[config.mk]
export PLATFORM = sky130hd
export DESIGN_NAME = color_gradient_evaluator_core
export DESIGN_NICKNAME = d
export VERILOG_FILES = /design/src/rtl/cge_pkg.sv /design/src/rtl/color_gradient_evaluator_core.sv /design/src/rtl/cge_ctrl.sv /design/src/rtl/cge_datapath.sv
export SDC_FILE = /design/constraint.sdc
export NUM_CORES = 2
export LEC_CHECK = 0
export ABC_AREA = 1
export ABC_CLOCK_PERIOD_IN_PS = 5900
export BUFFER_PORTS_ARGS = -buffer_cell sky130_fd_sc_hd__buf_4
export CORE_ASPECT_RATIO = 0.9
export CORE_MARGIN = 2
export CORE_UTILIZATION = 40
export CTS_CLUSTER_DIAMETER = 150
export DETAILED_ROUTE_END_ITERATION = 8
export PLACE_DENSITY = 0.65
export REMOVE_ABC_BUFFERS = 1
export SLEW_MARGIN = 10
export SYNTH_ARGS = -nofsm -noshare
export SYNTH_HDL_FRONTEND = slang
export SYNTH_SLANG_ARGS = --single-unit
[constraint.sdc]
create_clock -name clk_i -period 5.9 [get_ports clk_i]
set_clock_uncertainty 0.05 [all_clocks]
set_input_delay 0.59 -clock clk_i [delete_from_list [all_inputs] [get_ports clk_i]]
set_output_delay 0.59 -clock clk_i [all_outputs]
set_load 0.005 [all_outputs]
[src/rtl/cge_pkg.sv]
`timescale 1ns / 1ps

package cge_pkg;

  // default sizing
  localparam int unsigned MAX_STOPS_DEF   = 16;
  localparam int unsigned RAMP_LENGTH_DEF = 256;

  // fixed field widths
  localparam int unsigned OP_W        = 1;
  localparam int unsigned IDX_W       = 4;
  localparam int unsigned POS_W       = 9;
  localparam int unsigned CH_W        = 8;
  localparam int unsigned SAMPLE_W    = 8;
  localparam int unsigned STOP_CNT_W  = 5;
  localparam int unsigned NUM_CH      = 4;

  // blend numerator and divider sizing
  localparam int unsigned NUM_W       = 17;
  localparam int unsigned DIV_STEPS   = 8;
  localparam int unsigned DIV_CNT_W   = 3;

  // channel lanes
  localparam int unsigned CH_RED      = 0;
  localparam int unsigned CH_GREEN    = 1;
  localparam int unsigned CH_BLUE     = 2;
  localparam int unsigned CH_ALPHA    = 3;

  localparam logic [STOP_CNT_W-1:0] STOP_CNT_RST = STOP_CNT_W'(2);

  typedef enum logic [OP_W-1:0] {
    OP_WRITE = 1'b0,
    OP_EVAL  = 1'b1
  } cge_op_e;

  typedef struct packed {
    cge_op_e               operation;
    logic [IDX_W-1:0]      stop_index;
    logic [POS_W-1:0]      stop_position;
    logic [CH_W-1:0]       stop_red;
    logic [CH_W-1:0]       stop_green;
    logic [CH_W-1:0]       stop_blue;
    logic [CH_W-1:0]       stop_alpha;
    logic [SAMPLE_W-1:0]   sample_position;
  } cge_item_t;

  typedef struct packed {
    logic [CH_W-1:0] out_red;
    logic [CH_W-1:0] out_green;
    logic [CH_W-1:0] out_blue;
    logic [CH_W-1:0] out_alpha;
    logic            covered;
  } cge_result_t;

  // one color stop as held in the table
  typedef struct packed {
    logic [POS_W-1:0]             pos;
    logic [NUM_CH-1:0][CH_W-1:0]  ch;
  } cge_stop_t;

  localparam cge_stop_t STOP_ZERO  = '{pos: '0, ch: '0};
  localparam cge_stop_t STOP_WHITE = '{pos: POS_W'(256), ch: '1};

  // controller to datapath
  typedef struct packed {
    logic wr_stop;
    logic capture;
    logic rd_en;
    logic calc;
    logic div_step;
  } cge_cmd_t;

  // datapath to controller
  typedef struct packed {
    logic skip;
    logic scan_last;
  } cge_status_t;

endpackage

[src/rtl/color_gradient_evaluator_core.sv]
`timescale 1ns / 1ps

// Piecewise linear color gradient over a table of up to MAX_STOPS color stops.
// An item is taken when start_i is high and busy_o is low. A stop write takes
// effect at that edge and busy_o stays low, so writes may follow every cycle.
// An evaluate raises busy_o and scans n stops, n being stop_count clamped to
// MAX_STOPS: the table has one read port and is scanned one stop per cycle,
// then the four channels go through an 8-step restoring divider in parallel.
// When the sample lies at or beyond RAMP_LENGTH or n is below two, scan and
// divide are skipped. The result shows on result_o for exactly the one
// cycle in which result_strobe_o is high, the last busy cycle; there is no
// back-pressure, so the receiver must take it then. The next item can be
// accepted in the following cycle. cfg_ready_o is always high and stop_count
// is meant to be written only while busy_o is low.

module color_gradient_evaluator_core #(
  parameter int unsigned MAX_STOPS   = cge_pkg::MAX_STOPS_DEF,
  parameter int unsigned RAMP_LENGTH = cge_pkg::RAMP_LENGTH_DEF
) (
  input  logic                            clk_i,
  input  logic                            rst_ni,
  input  logic                            start_i,
  input  cge_pkg::cge_item_t              item_i,
  output logic                            busy_o,
  output logic                            result_strobe_o,
  output cge_pkg::cge_result_t            result_o,
  input  logic                            cfg_valid_i,
  output logic                            cfg_ready_o,
  input  logic [cge_pkg::STOP_CNT_W-1:0]  cfg_data_i
);

  localparam int unsigned AW = $clog2(MAX_STOPS);

  cge_pkg::cge_cmd_t     cmd;
  cge_pkg::cge_status_t  status;
  logic [AW-1:0]         rd_addr;

  assign cfg_ready_o = 1'b1;

  // sequencer
  cge_ctrl #(
    .MAX_STOPS (MAX_STOPS)
  ) u_ctrl (
    .clk_i           (clk_i),
    .rst_ni          (rst_ni),
    .start_i         (start_i),
    .operation_i     (item_i.operation),
    .status_i        (status),
    .cmd_o           (cmd),
    .rd_addr_o       (rd_addr),
    .busy_o          (busy_o),
    .result_strobe_o (result_strobe_o)
  );

  // table, search and blend
  cge_datapath #(
    .MAX_STOPS   (MAX_STOPS),
    .RAMP_LENGTH (RAMP_LENGTH)
  ) u_datapath (
    .clk_i      (clk_i),
    .rst_ni     (rst_ni),
    .item_i     (item_i),
    .cfg_wr_i   (cfg_valid_i && cfg_ready_o),
    .cfg_data_i (cfg_data_i),
    .cmd_i      (cmd),
    .rd_addr_i  (rd_addr),
    .status_o   (status),
    .result_o   (result_o)
  );

endmodule

[src/rtl/cge_ctrl.sv]
`timescale 1ns / 1ps

module cge_ctrl #(
  parameter int unsigned MAX_STOPS = cge_pkg::MAX_STOPS_DEF
) (
  input  logic                          clk_i,
  input  logic                          rst_ni,
  input  logic                          start_i,
  input  cge_pkg::cge_op_e              operation_i,
  input  cge_pkg::cge_status_t          status_i,
  output cge_pkg::cge_cmd_t             cmd_o,
  output logic [$clog2(MAX_STOPS)-1:0]  rd_addr_o,
  output logic                          busy_o,
  output logic                          result_strobe_o
);

  localparam int unsigned AW = $clog2(MAX_STOPS);

  typedef enum logic [6:0] {
    ST_IDLE  = 7'b0000001,
    ST_PREP  = 7'b0000010,
    ST_SCAN  = 7'b0000100,
    ST_DRAIN = 7'b0001000,
    ST_CALC  = 7'b0010000,
    ST_DIV   = 7'b0100000,
    ST_DONE  = 7'b1000000
  } cge_state_e;

  cge_state_e                      state_q, state_d;
  logic [AW-1:0]                   scan_q, scan_d;
  logic [cge_pkg::DIV_CNT_W-1:0]   div_cnt_q, div_cnt_d;
  logic                            accept;

  assign accept = start_i && (state_q == ST_IDLE);

  // next state and commands
  always_comb begin
    state_d          = state_q;
    scan_d           = scan_q;
    div_cnt_d        = div_cnt_q;
    cmd_o            = '0;
    cmd_o.wr_stop    = accept && (operation_i == cge_pkg::OP_WRITE);
    cmd_o.capture    = accept && (operation_i == cge_pkg::OP_EVAL);
    case (state_q)
      ST_IDLE: begin
        if (cmd_o.capture) begin
          state_d = ST_PREP;
        end
      end
      ST_PREP: begin
        scan_d = '0;
        if (status_i.skip) begin
          state_d = ST_DONE;
        end else begin
          state_d = ST_SCAN;
        end
      end
      ST_SCAN: begin
        cmd_o.rd_en = 1'b1;
        if (status_i.scan_last) begin
          state_d = ST_DRAIN;
        end else begin
          scan_d = scan_q + AW'(1);
        end
      end
      ST_DRAIN: begin
        state_d = ST_CALC;
      end
      ST_CALC: begin
        cmd_o.calc = 1'b1;
        div_cnt_d  = '0;
        state_d    = ST_DIV;
      end
      ST_DIV: begin
        cmd_o.div_step = 1'b1;
        div_cnt_d      = div_cnt_q + cge_pkg::DIV_CNT_W'(1);
        if (div_cnt_q == cge_pkg::DIV_CNT_W'(cge_pkg::DIV_STEPS - 1)) begin
          state_d = ST_DONE;
        end
      end
      ST_DONE: begin
        state_d = ST_IDLE;
      end
      default: begin
        state_d = ST_IDLE;
      end
    endcase
  end

  // state registers
  always_ff @(posedge clk_i or negedge rst_ni) begin
    if (!rst_ni) begin
      state_q   <= ST_IDLE;
      scan_q    <= '0;
      div_cnt_q <= '0;
    end else begin
      state_q   <= state_d;
      scan_q    <= scan_d;
      div_cnt_q <= div_cnt_d;
    end
  end

  assign rd_addr_o       = scan_q;
  assign busy_o          = (state_q != ST_IDLE);
  assign result_strobe_o = (state_q == ST_DONE);

endmodule

[src/rtl/cge_datapath.sv]
`timescale 1ns / 1ps

module cge_datapath #(
  parameter int unsigned MAX_STOPS   = cge_pkg::MAX_STOPS_DEF,
  parameter int unsigned RAMP_LENGTH = cge_pkg::RAMP_LENGTH_DEF
) (
  input  logic                                  clk_i,
  input  logic                                  rst_ni,
  input  cge_pkg::cge_item_t                    item_i,
  input  logic                                  cfg_wr_i,
  input  logic [cge_pkg::STOP_CNT_W-1:0]        cfg_data_i,
  input  cge_pkg::cge_cmd_t                     cmd_i,
  input  logic [$clog2(MAX_STOPS)-1:0]          rd_addr_i,
  output cge_pkg::cge_status_t                  status_o,
  output cge_pkg::cge_result_t                  result_o
);

  localparam int unsigned AW = $clog2(MAX_STOPS);
  localparam int unsigned NW = $clog2(MAX_STOPS + 1);

  // stop table storage
  cge_pkg::cge_stop_t  stop_mem [MAX_STOPS];
  logic [MAX_STOPS-1:0] stop_vld_q;

  logic [cge_pkg::STOP_CNT_W-1:0]  stop_count_q;
  logic [cge_pkg::SAMPLE_W-1:0]    sample_q;
  logic [NW-1:0]                   n_q;
  logic                            in_range_q;

  cge_pkg::cge_stop_t  rd_data_q, cur_stop, prev_q, seg_lo_q, seg_hi_q, wr_stop;
  logic [AW-1:0]       rd_idx_q;
  logic                rd_vld_q, rd_bit_q, rd_is_one_q;
  logic                found_q;
  logic                wr_ok;
  logic [AW-1:0]       wr_addr;
  logic [cge_pkg::POS_W-1:0] p_pos;
  logic                hit;

  logic [cge_pkg::POS_W-1:0] seg_w, seg_a, seg_b;
  logic [cge_pkg::NUM_W-1:0] num [cge_pkg::NUM_CH];
  logic [cge_pkg::NUM_W-1:0] rem_q [cge_pkg::NUM_CH];
  logic [cge_pkg::NUM_W-1:0] dvs_q;
  logic [cge_pkg::CH_W-1:0]  quo_q [cge_pkg::NUM_CH];

  // configuration register
  always_ff @(posedge clk_i or negedge rst_ni) begin
    if (!rst_ni) begin
      stop_count_q <= cge_pkg::STOP_CNT_RST;
    end else if (cfg_wr_i) begin
      stop_count_q <= cfg_data_i;
    end
  end

  // stop write decode
  assign wr_ok   = cmd_i.wr_stop && (32'(item_i.stop_index) < MAX_STOPS);
  assign wr_addr = AW'(item_i.stop_index);

  always_comb begin
    wr_stop.pos                = item_i.stop_position;
    wr_stop.ch[cge_pkg::CH_RED]   = item_i.stop_red;
    wr_stop.ch[cge_pkg::CH_GREEN] = item_i.stop_green;
    wr_stop.ch[cge_pkg::CH_BLUE]  = item_i.stop_blue;
    wr_stop.ch[cge_pkg::CH_ALPHA] = item_i.stop_alpha;
  end

  // table memory, one write and one registered read port
  always_ff @(posedge clk_i) begin
    if (wr_ok) begin
      stop_mem[wr_addr] <= wr_stop;
    end
    if (cmd_i.rd_en) begin
      rd_data_q <= stop_mem[rd_addr_i];
    end
  end

  // written flags, entries never written read as their reset stop
  always_ff @(posedge clk_i or negedge rst_ni) begin
    if (!rst_ni) begin
      stop_vld_q  <= '0;
      rd_vld_q    <= 1'b0;
      rd_bit_q    <= 1'b0;
      rd_is_one_q <= 1'b0;
      rd_idx_q    <= '0;
    end else begin
      if (wr_ok) begin
        stop_vld_q[wr_addr] <= 1'b1;
      end
      rd_vld_q <= cmd_i.rd_en;
      if (cmd_i.rd_en) begin
        rd_bit_q    <= stop_vld_q[rd_addr_i];
        rd_is_one_q <= (rd_addr_i == AW'(1));
        rd_idx_q    <= rd_addr_i;
      end
    end
  end

  always_comb begin
    if (rd_bit_q) begin
      cur_stop = rd_data_q;
    end else if (rd_is_one_q) begin
      cur_stop = cge_pkg::STOP_WHITE;
    end else begin
      cur_stop = cge_pkg::STOP_ZERO;
    end
  end

  // sample capture
  always_ff @(posedge clk_i) begin
    if (cmd_i.capture) begin
      sample_q   <= item_i.sample_position;
      in_range_q <= (32'(item_i.sample_position) < RAMP_LENGTH);
      if (32'(stop_count_q) > MAX_STOPS) begin
        n_q <= NW'(MAX_STOPS);
      end else begin
        n_q <= NW'(stop_count_q);
      end
    end
  end

  assign status_o.skip      = (n_q < NW'(2)) || !in_range_q;
  assign status_o.scan_last = (rd_addr_i == AW'(n_q - NW'(1)));

  // segment search, the last matching segment wins
  assign p_pos = cge_pkg::POS_W'(sample_q);
  assign hit   = (prev_q.pos <= p_pos) && (p_pos < cur_stop.pos);

  always_ff @(posedge clk_i) begin
    if (rd_vld_q) begin
      prev_q <= cur_stop;
      if ((rd_idx_q != '0) && hit) begin
        seg_lo_q <= prev_q;
        seg_hi_q <= cur_stop;
      end
    end
  end

  always_ff @(posedge clk_i or negedge rst_ni) begin
    if (!rst_ni) begin
      found_q <= 1'b0;
    end else if (cmd_i.capture) begin
      found_q <= 1'b0;
    end else if (rd_vld_q && (rd_idx_q != '0) && hit) begin
      found_q <= 1'b1;
    end
  end

  // blend numerators, one lane per channel
  assign seg_w = seg_hi_q.pos - seg_lo_q.pos;
  assign seg_a = seg_hi_q.pos - p_pos;
  assign seg_b = p_pos - seg_lo_q.pos;

  always_comb begin
    for (int k = 0; k < cge_pkg::NUM_CH; k++) begin
      num[k] = cge_pkg::NUM_W'(seg_lo_q.ch[k]) * cge_pkg::NUM_W'(seg_a)
             + cge_pkg::NUM_W'(seg_hi_q.ch[k]) * cge_pkg::NUM_W'(seg_b)
             + cge_pkg::NUM_W'(seg_w >> 1);
    end
  end

  // restoring divide, one quotient bit per step, msb first
  always_ff @(posedge clk_i) begin
    if (cmd_i.calc) begin
      dvs_q <= cge_pkg::NUM_W'(seg_w) << (cge_pkg::DIV_STEPS - 1);
      for (int k = 0; k < cge_pkg::NUM_CH; k++) begin
        rem_q[k] <= num[k];
      end
    end else if (cmd_i.div_step) begin
      dvs_q <= dvs_q >> 1;
      for (int k = 0; k < cge_pkg::NUM_CH; k++) begin
        if (rem_q[k] >= dvs_q) begin
          rem_q[k] <= rem_q[k] - dvs_q;
          quo_q[k] <= {quo_q[k][cge_pkg::CH_W-2:0], 1'b1};
        end else begin
          quo_q[k] <= {quo_q[k][cge_pkg::CH_W-2:0], 1'b0};
        end
      end
    end
  end

  // result, zeros when no segment holds the sample
  always_comb begin
    result_o = '0;
    if (found_q) begin
      result_o.out_red   = quo_q[cge_pkg::CH_RED];
      result_o.out_green = quo_q[cge_pkg::CH_GREEN];
      result_o.out_blue  = quo_q[cge_pkg::CH_BLUE];
      result_o.out_alpha = quo_q[cge_pkg::CH_ALPHA];
      result_o.covered   = 1'b1;
    end
  end

endmodule

Yosys cells after proc, flatten, opt, wreduce, memory -nomap -nowiden
Memories as Yosys holds them, arrays and structs flattened. A register that Yosys moved wholly into a read port is not among the register bits. Index checks and enable logic that the tools add are counted.

Register bits: 195. RAM bits: 756. Logic and storage cells: 176. Memories: 3.

Add/subtract/negate cells: 18. Multiply operators: 8. $lt $le $gt $ge: 11. Equal/unequal tests: 15. Mux-type cells: 66. Bitwise logic cells: 10. Reductions and logical operators: 16.

Memories: u_datapath.stop_mem (words 16, bits a word 41, read ports 1, clocked after Yosys merged registers in 1, write ports 1, line cge_datapath.sv:22) `cge_pkg::cge_stop_t stop_mem [MAX_STOPS];`; u_datapath.rem_q (words 4, bits a word 17, read ports 4, clocked after Yosys merged registers in 0, write ports 4, line cge_datapath.sv:41) `logic [cge_pkg::NUM_W-1:0] rem_q [cge_pkg::NUM_CH];`; u_datapath.quo_q (words 4, bits a word 8, read ports 4, clocked after Yosys merged registers in 0, write ports 4, line cge_datapath.sv:43) `logic [cge_pkg::CH_W-1:0] quo_q [cge_pkg::NUM_CH];`.

Operators by type and width (number): 8-bit by 9-bit multiplier with 17-bit output (8); 41-bit 2-to-1 mux (2); 17-bit adder (4); 17-bit by 8-bit adder with 17-bit output (4); 17-bit by 16-bit greater-or-equal comparator with 1-bit output (4); 17-bit 2-to-1 mux (4); 17-bit by 16-bit subtractor with 17-bit output (4); 1-bit 2-to-1 mux (43); 7-bit one-hot mux with 6 select lines (1); 33-bit 2-to-1 mux (1); 16-bit 2-to-1 mux (2); 8-bit 2-to-1 mux (4); 7-bit 2-to-1 mux (4); 16-bit bitwise OR (1); 4-bit by 5-bit less-than comparator with 1-bit output, second input constant (2); 9-bit by 8-bit <= comparator with 1-bit output (1); 8-bit by 9-bit less-than comparator with 1-bit output (1); 8-bit by 9-bit subtractor with 9-bit output (1); 9-bit by 8-bit subtractor with 9-bit output (1); 9-bit subtractor (1); 1-bit logical AND (8); 1-bit bitwise OR (8); 4-bit one-hot mux with 2 select lines (1); 2-bit nonzero test (4); other kinds (27) (30).

Depth between registers and ports, before layout
Depth in word-level cells: 7. Gate-level depth with buffers: 36. Mapped depth without buffers: 35.

Cells and area by module
From an unflattened synthesis, not the netlist that was laid out.

Cells, all modules: 6591. Area total of the unflattened synthesis: 64539.4 um^2.

Modules (own cells, without submodules): cge_datapath (instances 1, cells each 6501, area an instance 63759.9 um^2); cge_ctrl (instances 1, cells each 88, area an instance 768.2 um^2); color_gradient_evaluator_core (instances 1, cells each 2, area an instance 11.3 um^2).

Least setup slack after synthesis
OpenSTA, ideal clock, no wires.

Path kind: register to register. Start: register u_datapath.sample_q[0] in the netlist's numbering. End: memory u_datapath.rem_q[1][16] in the netlist's numbering (data pin). Setup time: 0.252 ns. Arrival: 6.088 ns. Setup slack: -0.490 ns. Stages on the path, launching flop included: 33. Path through: edfxtp_1 ha_1 fa_1 nand3b_1 nand2_1 nand2_1 nand2_1 nand2_1 nand3_1 buf_2 nand3_1 fa_1 inv_1 fa_1 inv_1 fa_1 inv_1 fa_1 fa_1 inv_1 fa_1 inv_1 ha_1 nand2_1 inv_1 a21oi_1 nand2_1 nand2_1 nand2_1 nand2_1 nand2_1 nand2_1 nand2_1.

RTL lines: start, declared (line cge_datapath.sv:26) `logic [cge_pkg::SAMPLE_W-1:0] sample_q;`; start signal, assigned (line cge_datapath.sv:110) `sample_q <= item_i.sample_position;`; end, declared (line cge_datapath.sv:41).

==> impl_metrics.json <==
{
  "cts_tree": "done",
  "dieArea_mm2": 0.1642,
  "chipHeight_um": 384.6,
  "num_io_pins": 99,
  "dp_hpwl_mm": 123.7,
  "critPathMaxStageDelay_ps": 570,
  "rows": 139,
  "crit_fanout": 10,
  "cts.path.max_buffers": 3,
  "worst_slack_ps": -763.3,
  "tightest_slew_ps": 1226,
  "met2_usage_pct": 35.63,
  "maxSlewViolCount": 0,
  "wirelength_mm": 178.4,
  "cpMostUsedCell": "nand2_1",
  "worstSetupStartpointType": "register",
  "htreeDepth": 3,
  "synth_edf_count": 941,
  "synth_top_area_share_pct": 43.88,
  "max_cap_viol_count": 0,
  "dpl_cell_area_mm2": 0.06999,
  "synth_warnings": 0,
  "rsz0062_at_grt": "true",
  "required_ps": 6300,
  "syn_area_per_cell_um2": 9.813,
  "synth_seq_cells": 992,
  "syn_area_mm2": 0.06439,
  "synth_cells": 6562,
  "hp-class": "in2reg",
  "viasPerCell": 5.131,
  "most-common-layout-cells": "nand2_1 (1135), inv_1 (1063), edfxtp_1 (941)",
  "slowest_stage": "fa_2",
  "numPortBuffers": 97,
  "max_freq_ghz": 0.1501,
  "yosys_most_used_dff": "edfxtp_1",
  "gr-total-overflow": 0,
  "drtIter0Drc": 4333,
  "drtPass1Iterations": 6,
  "hold_viol_final": 0,
  "synthArstFlopShare_pct": 4.335,
  "grt_pass1_wl_mm": 274.0,
  "slew-limit-headroom_pct": 17.98,
  "cts_buffers": 98,
  "period_needed_ps": 6663,
  "syn_to_final_growth_pct": 18.19,
  "clkSinkCount": 992,
  "crit_arrival_ps": 7060,
  "final_antenna_net_count": 0,
  "final_common_cell": "nand2_1",
  "synth.area.top_cells": "edfxtp_1 (44%), fa_1 (15%), ha_1 (7.3%)",
  "cts.clk_slew.worst_paths_ps": 70,
  "crit_path_end_kind": "register",
  "crit_type": "reg2reg",
  "grt_max_degree": 170,
  "yosysTopAreaCell": "edfxtp_1",
  "die_w_um": 426.9,
  "violations": "setup timing",
  "wire_per_inst_um": 19.46,
  "ys_types": 51,
  "drive_gt1_share_pct": 16.53,
  "place.gp.congestion": 0.9481,
  "antenna_found_initial": 8,
  "finalInstanceArea_mm2": 0.07611,
  "fp.coreArea_mm2": 0.1597,
  "cts-root-buf": "clkbuf_16",
  "nets": 7889,
  "fin_crit_sh_pct": 112.9,
  "ys_seq_area_share_pct": 45.80,
  "gr-usage-met1_pct": 29.46,
  "grt_usage_pct": 21.60,
  "outcome": "finished, violations left",
  "drc": 0,
  "clk_latency_ps": 730,
  "finalSetupViolCount": 48,
  "initial_core_util_pct": 40.33,
  "vias": 47040,
  "grtUsageMet3_pct": 3.112,
  "fillerInstances": 14530,
  "grt_pass1_vias": 47040,
  "busiest_layer": "met2"
}
## stage by stage
step / instances / TNS, ps / hold slack [ps] / util, % / setup slack [ps]
after floorplan: 6340 / -387370 / 244.4 / - / -7439
after global placement: 8923 / -30440 / 352.7 / 43.84 / -779.8
after detailed placement: 8923 / -33940 / 354.5 / 43.84 / -852.8
after CTS: 9145 / -22300 / 6.289 / 46.97 / -635.5
after global routing: 9166 / -37330 / 31.45 / 47.67 / -979.6
final: 9167 / -25960 / 49.09 / 47.67 / -763.3
## cell families after synthesis
| group | synth area share [%] |
|---|---|
| simple gates | 16.21 |
| buf+inv | 8.332 |
| flops | 45.80 |
| fa+ha+maj | 22.20 |
| compound gates | 6.387 |
| xor+xnor | 1.047 |
| other cells | 0.005824 |
| mux | 0.01554 |
## repair_timing
item	4_1_cts	5_1_grt
setup buffers	30	18
hold buffers	14	0
pin swaps	130	123
endpoints found under the hold margin	54	0
endpoints found under the setup margin	52	49
cloned	0	1
resized for setup	319	242
## area by class of cell
type	instances	area, um2	area share, %
multi-input combinational	4202	31760	41.72
sequential	992	29510	38.77
timing repair buffer	531	4651	6.111
inverter	1146	4338	5.700
tap	2115	2646	3.477
clock buffer	108	2490	3.272
clock inverter	70	713.2	0.9371
antenna	3	7.507	0.009864
## flip-flops by register name, indices dropped and copies added, names as in the netlist, 7 cells and up
register	cells
u_ctrl.state_q	7
u_datapath.rem_q	68
u_datapath.quo_q	32
u_datapath.rd_data_q	41
u_datapath.seg_hi_q	41
u_datapath.stop_vld_q	16
u_datapath.dvs_q	16
u_datapath.prev_q	41
u_datapath.seg_lo_q	41
u_datapath.sample_q	8
u_datapath.stop_mem	656
## path summary, 6_finish.rpt
| kind | from | to | slack, ps | cells after the start |
|---|---|---|---|---|
| min in group asynchronous | rst_ni | u_datapath.stop_vld_q[8] | 360 | 2 |
| setup reg to reg | u_datapath.sample_q[0] | u_datapath.rem_q[3][15] | -760 | 31 |
| max in group asynchronous | rst_ni | u_ctrl.rd_addr_o[1] | 4980 | 2 |
| setup / recovery | u_datapath.sample_q[0] | u_datapath.rem_q[3][15] | -760 | 31 |
| hold / removal | cfg_valid_i | u_datapath.stop_count_q[1] | 50 | 2 |
| hold reg to reg | u_datapath.prev_q[0] | u_datapath.seg_lo_q[0] | 370 | 0 |
## cells in the mapped netlist, drive strengths merged, types with 60 or more instances
| cell type | number |
|---|---|
| a21oi | 95 |
| o21ai | 388 |
| o221ai | 60 |
| edfxtp | 941 |
| clkbuf | 117 |
| nor2 | 852 |
| ha | 376 |
| nand3 | 331 |
| inv | 1145 |
| fa | 479 |
| o22ai | 116 |
| buf | 105 |
| nand2 | 1266 |
## metal layers
layer  vias up  share of wire (%)
met2      1588                 47
li1      22090                  -
met4         6                3.2
met3       306                6.6
met5         -              0.019
met1     23050                 43
## worst max-delay path, delay by kind of cell, from the launching register on
family / cells / cell delay [ps]
flops: 1 / 440
buf+inv: 5 / 560
compound gates: 1 / 160
fa+ha+maj: 9 / 3700
simple gates: 16 / 1470
Power is left out: the tool's default activity adds up to more than one toggle a clock period on the data nets, which glitch-free logic cannot reach.
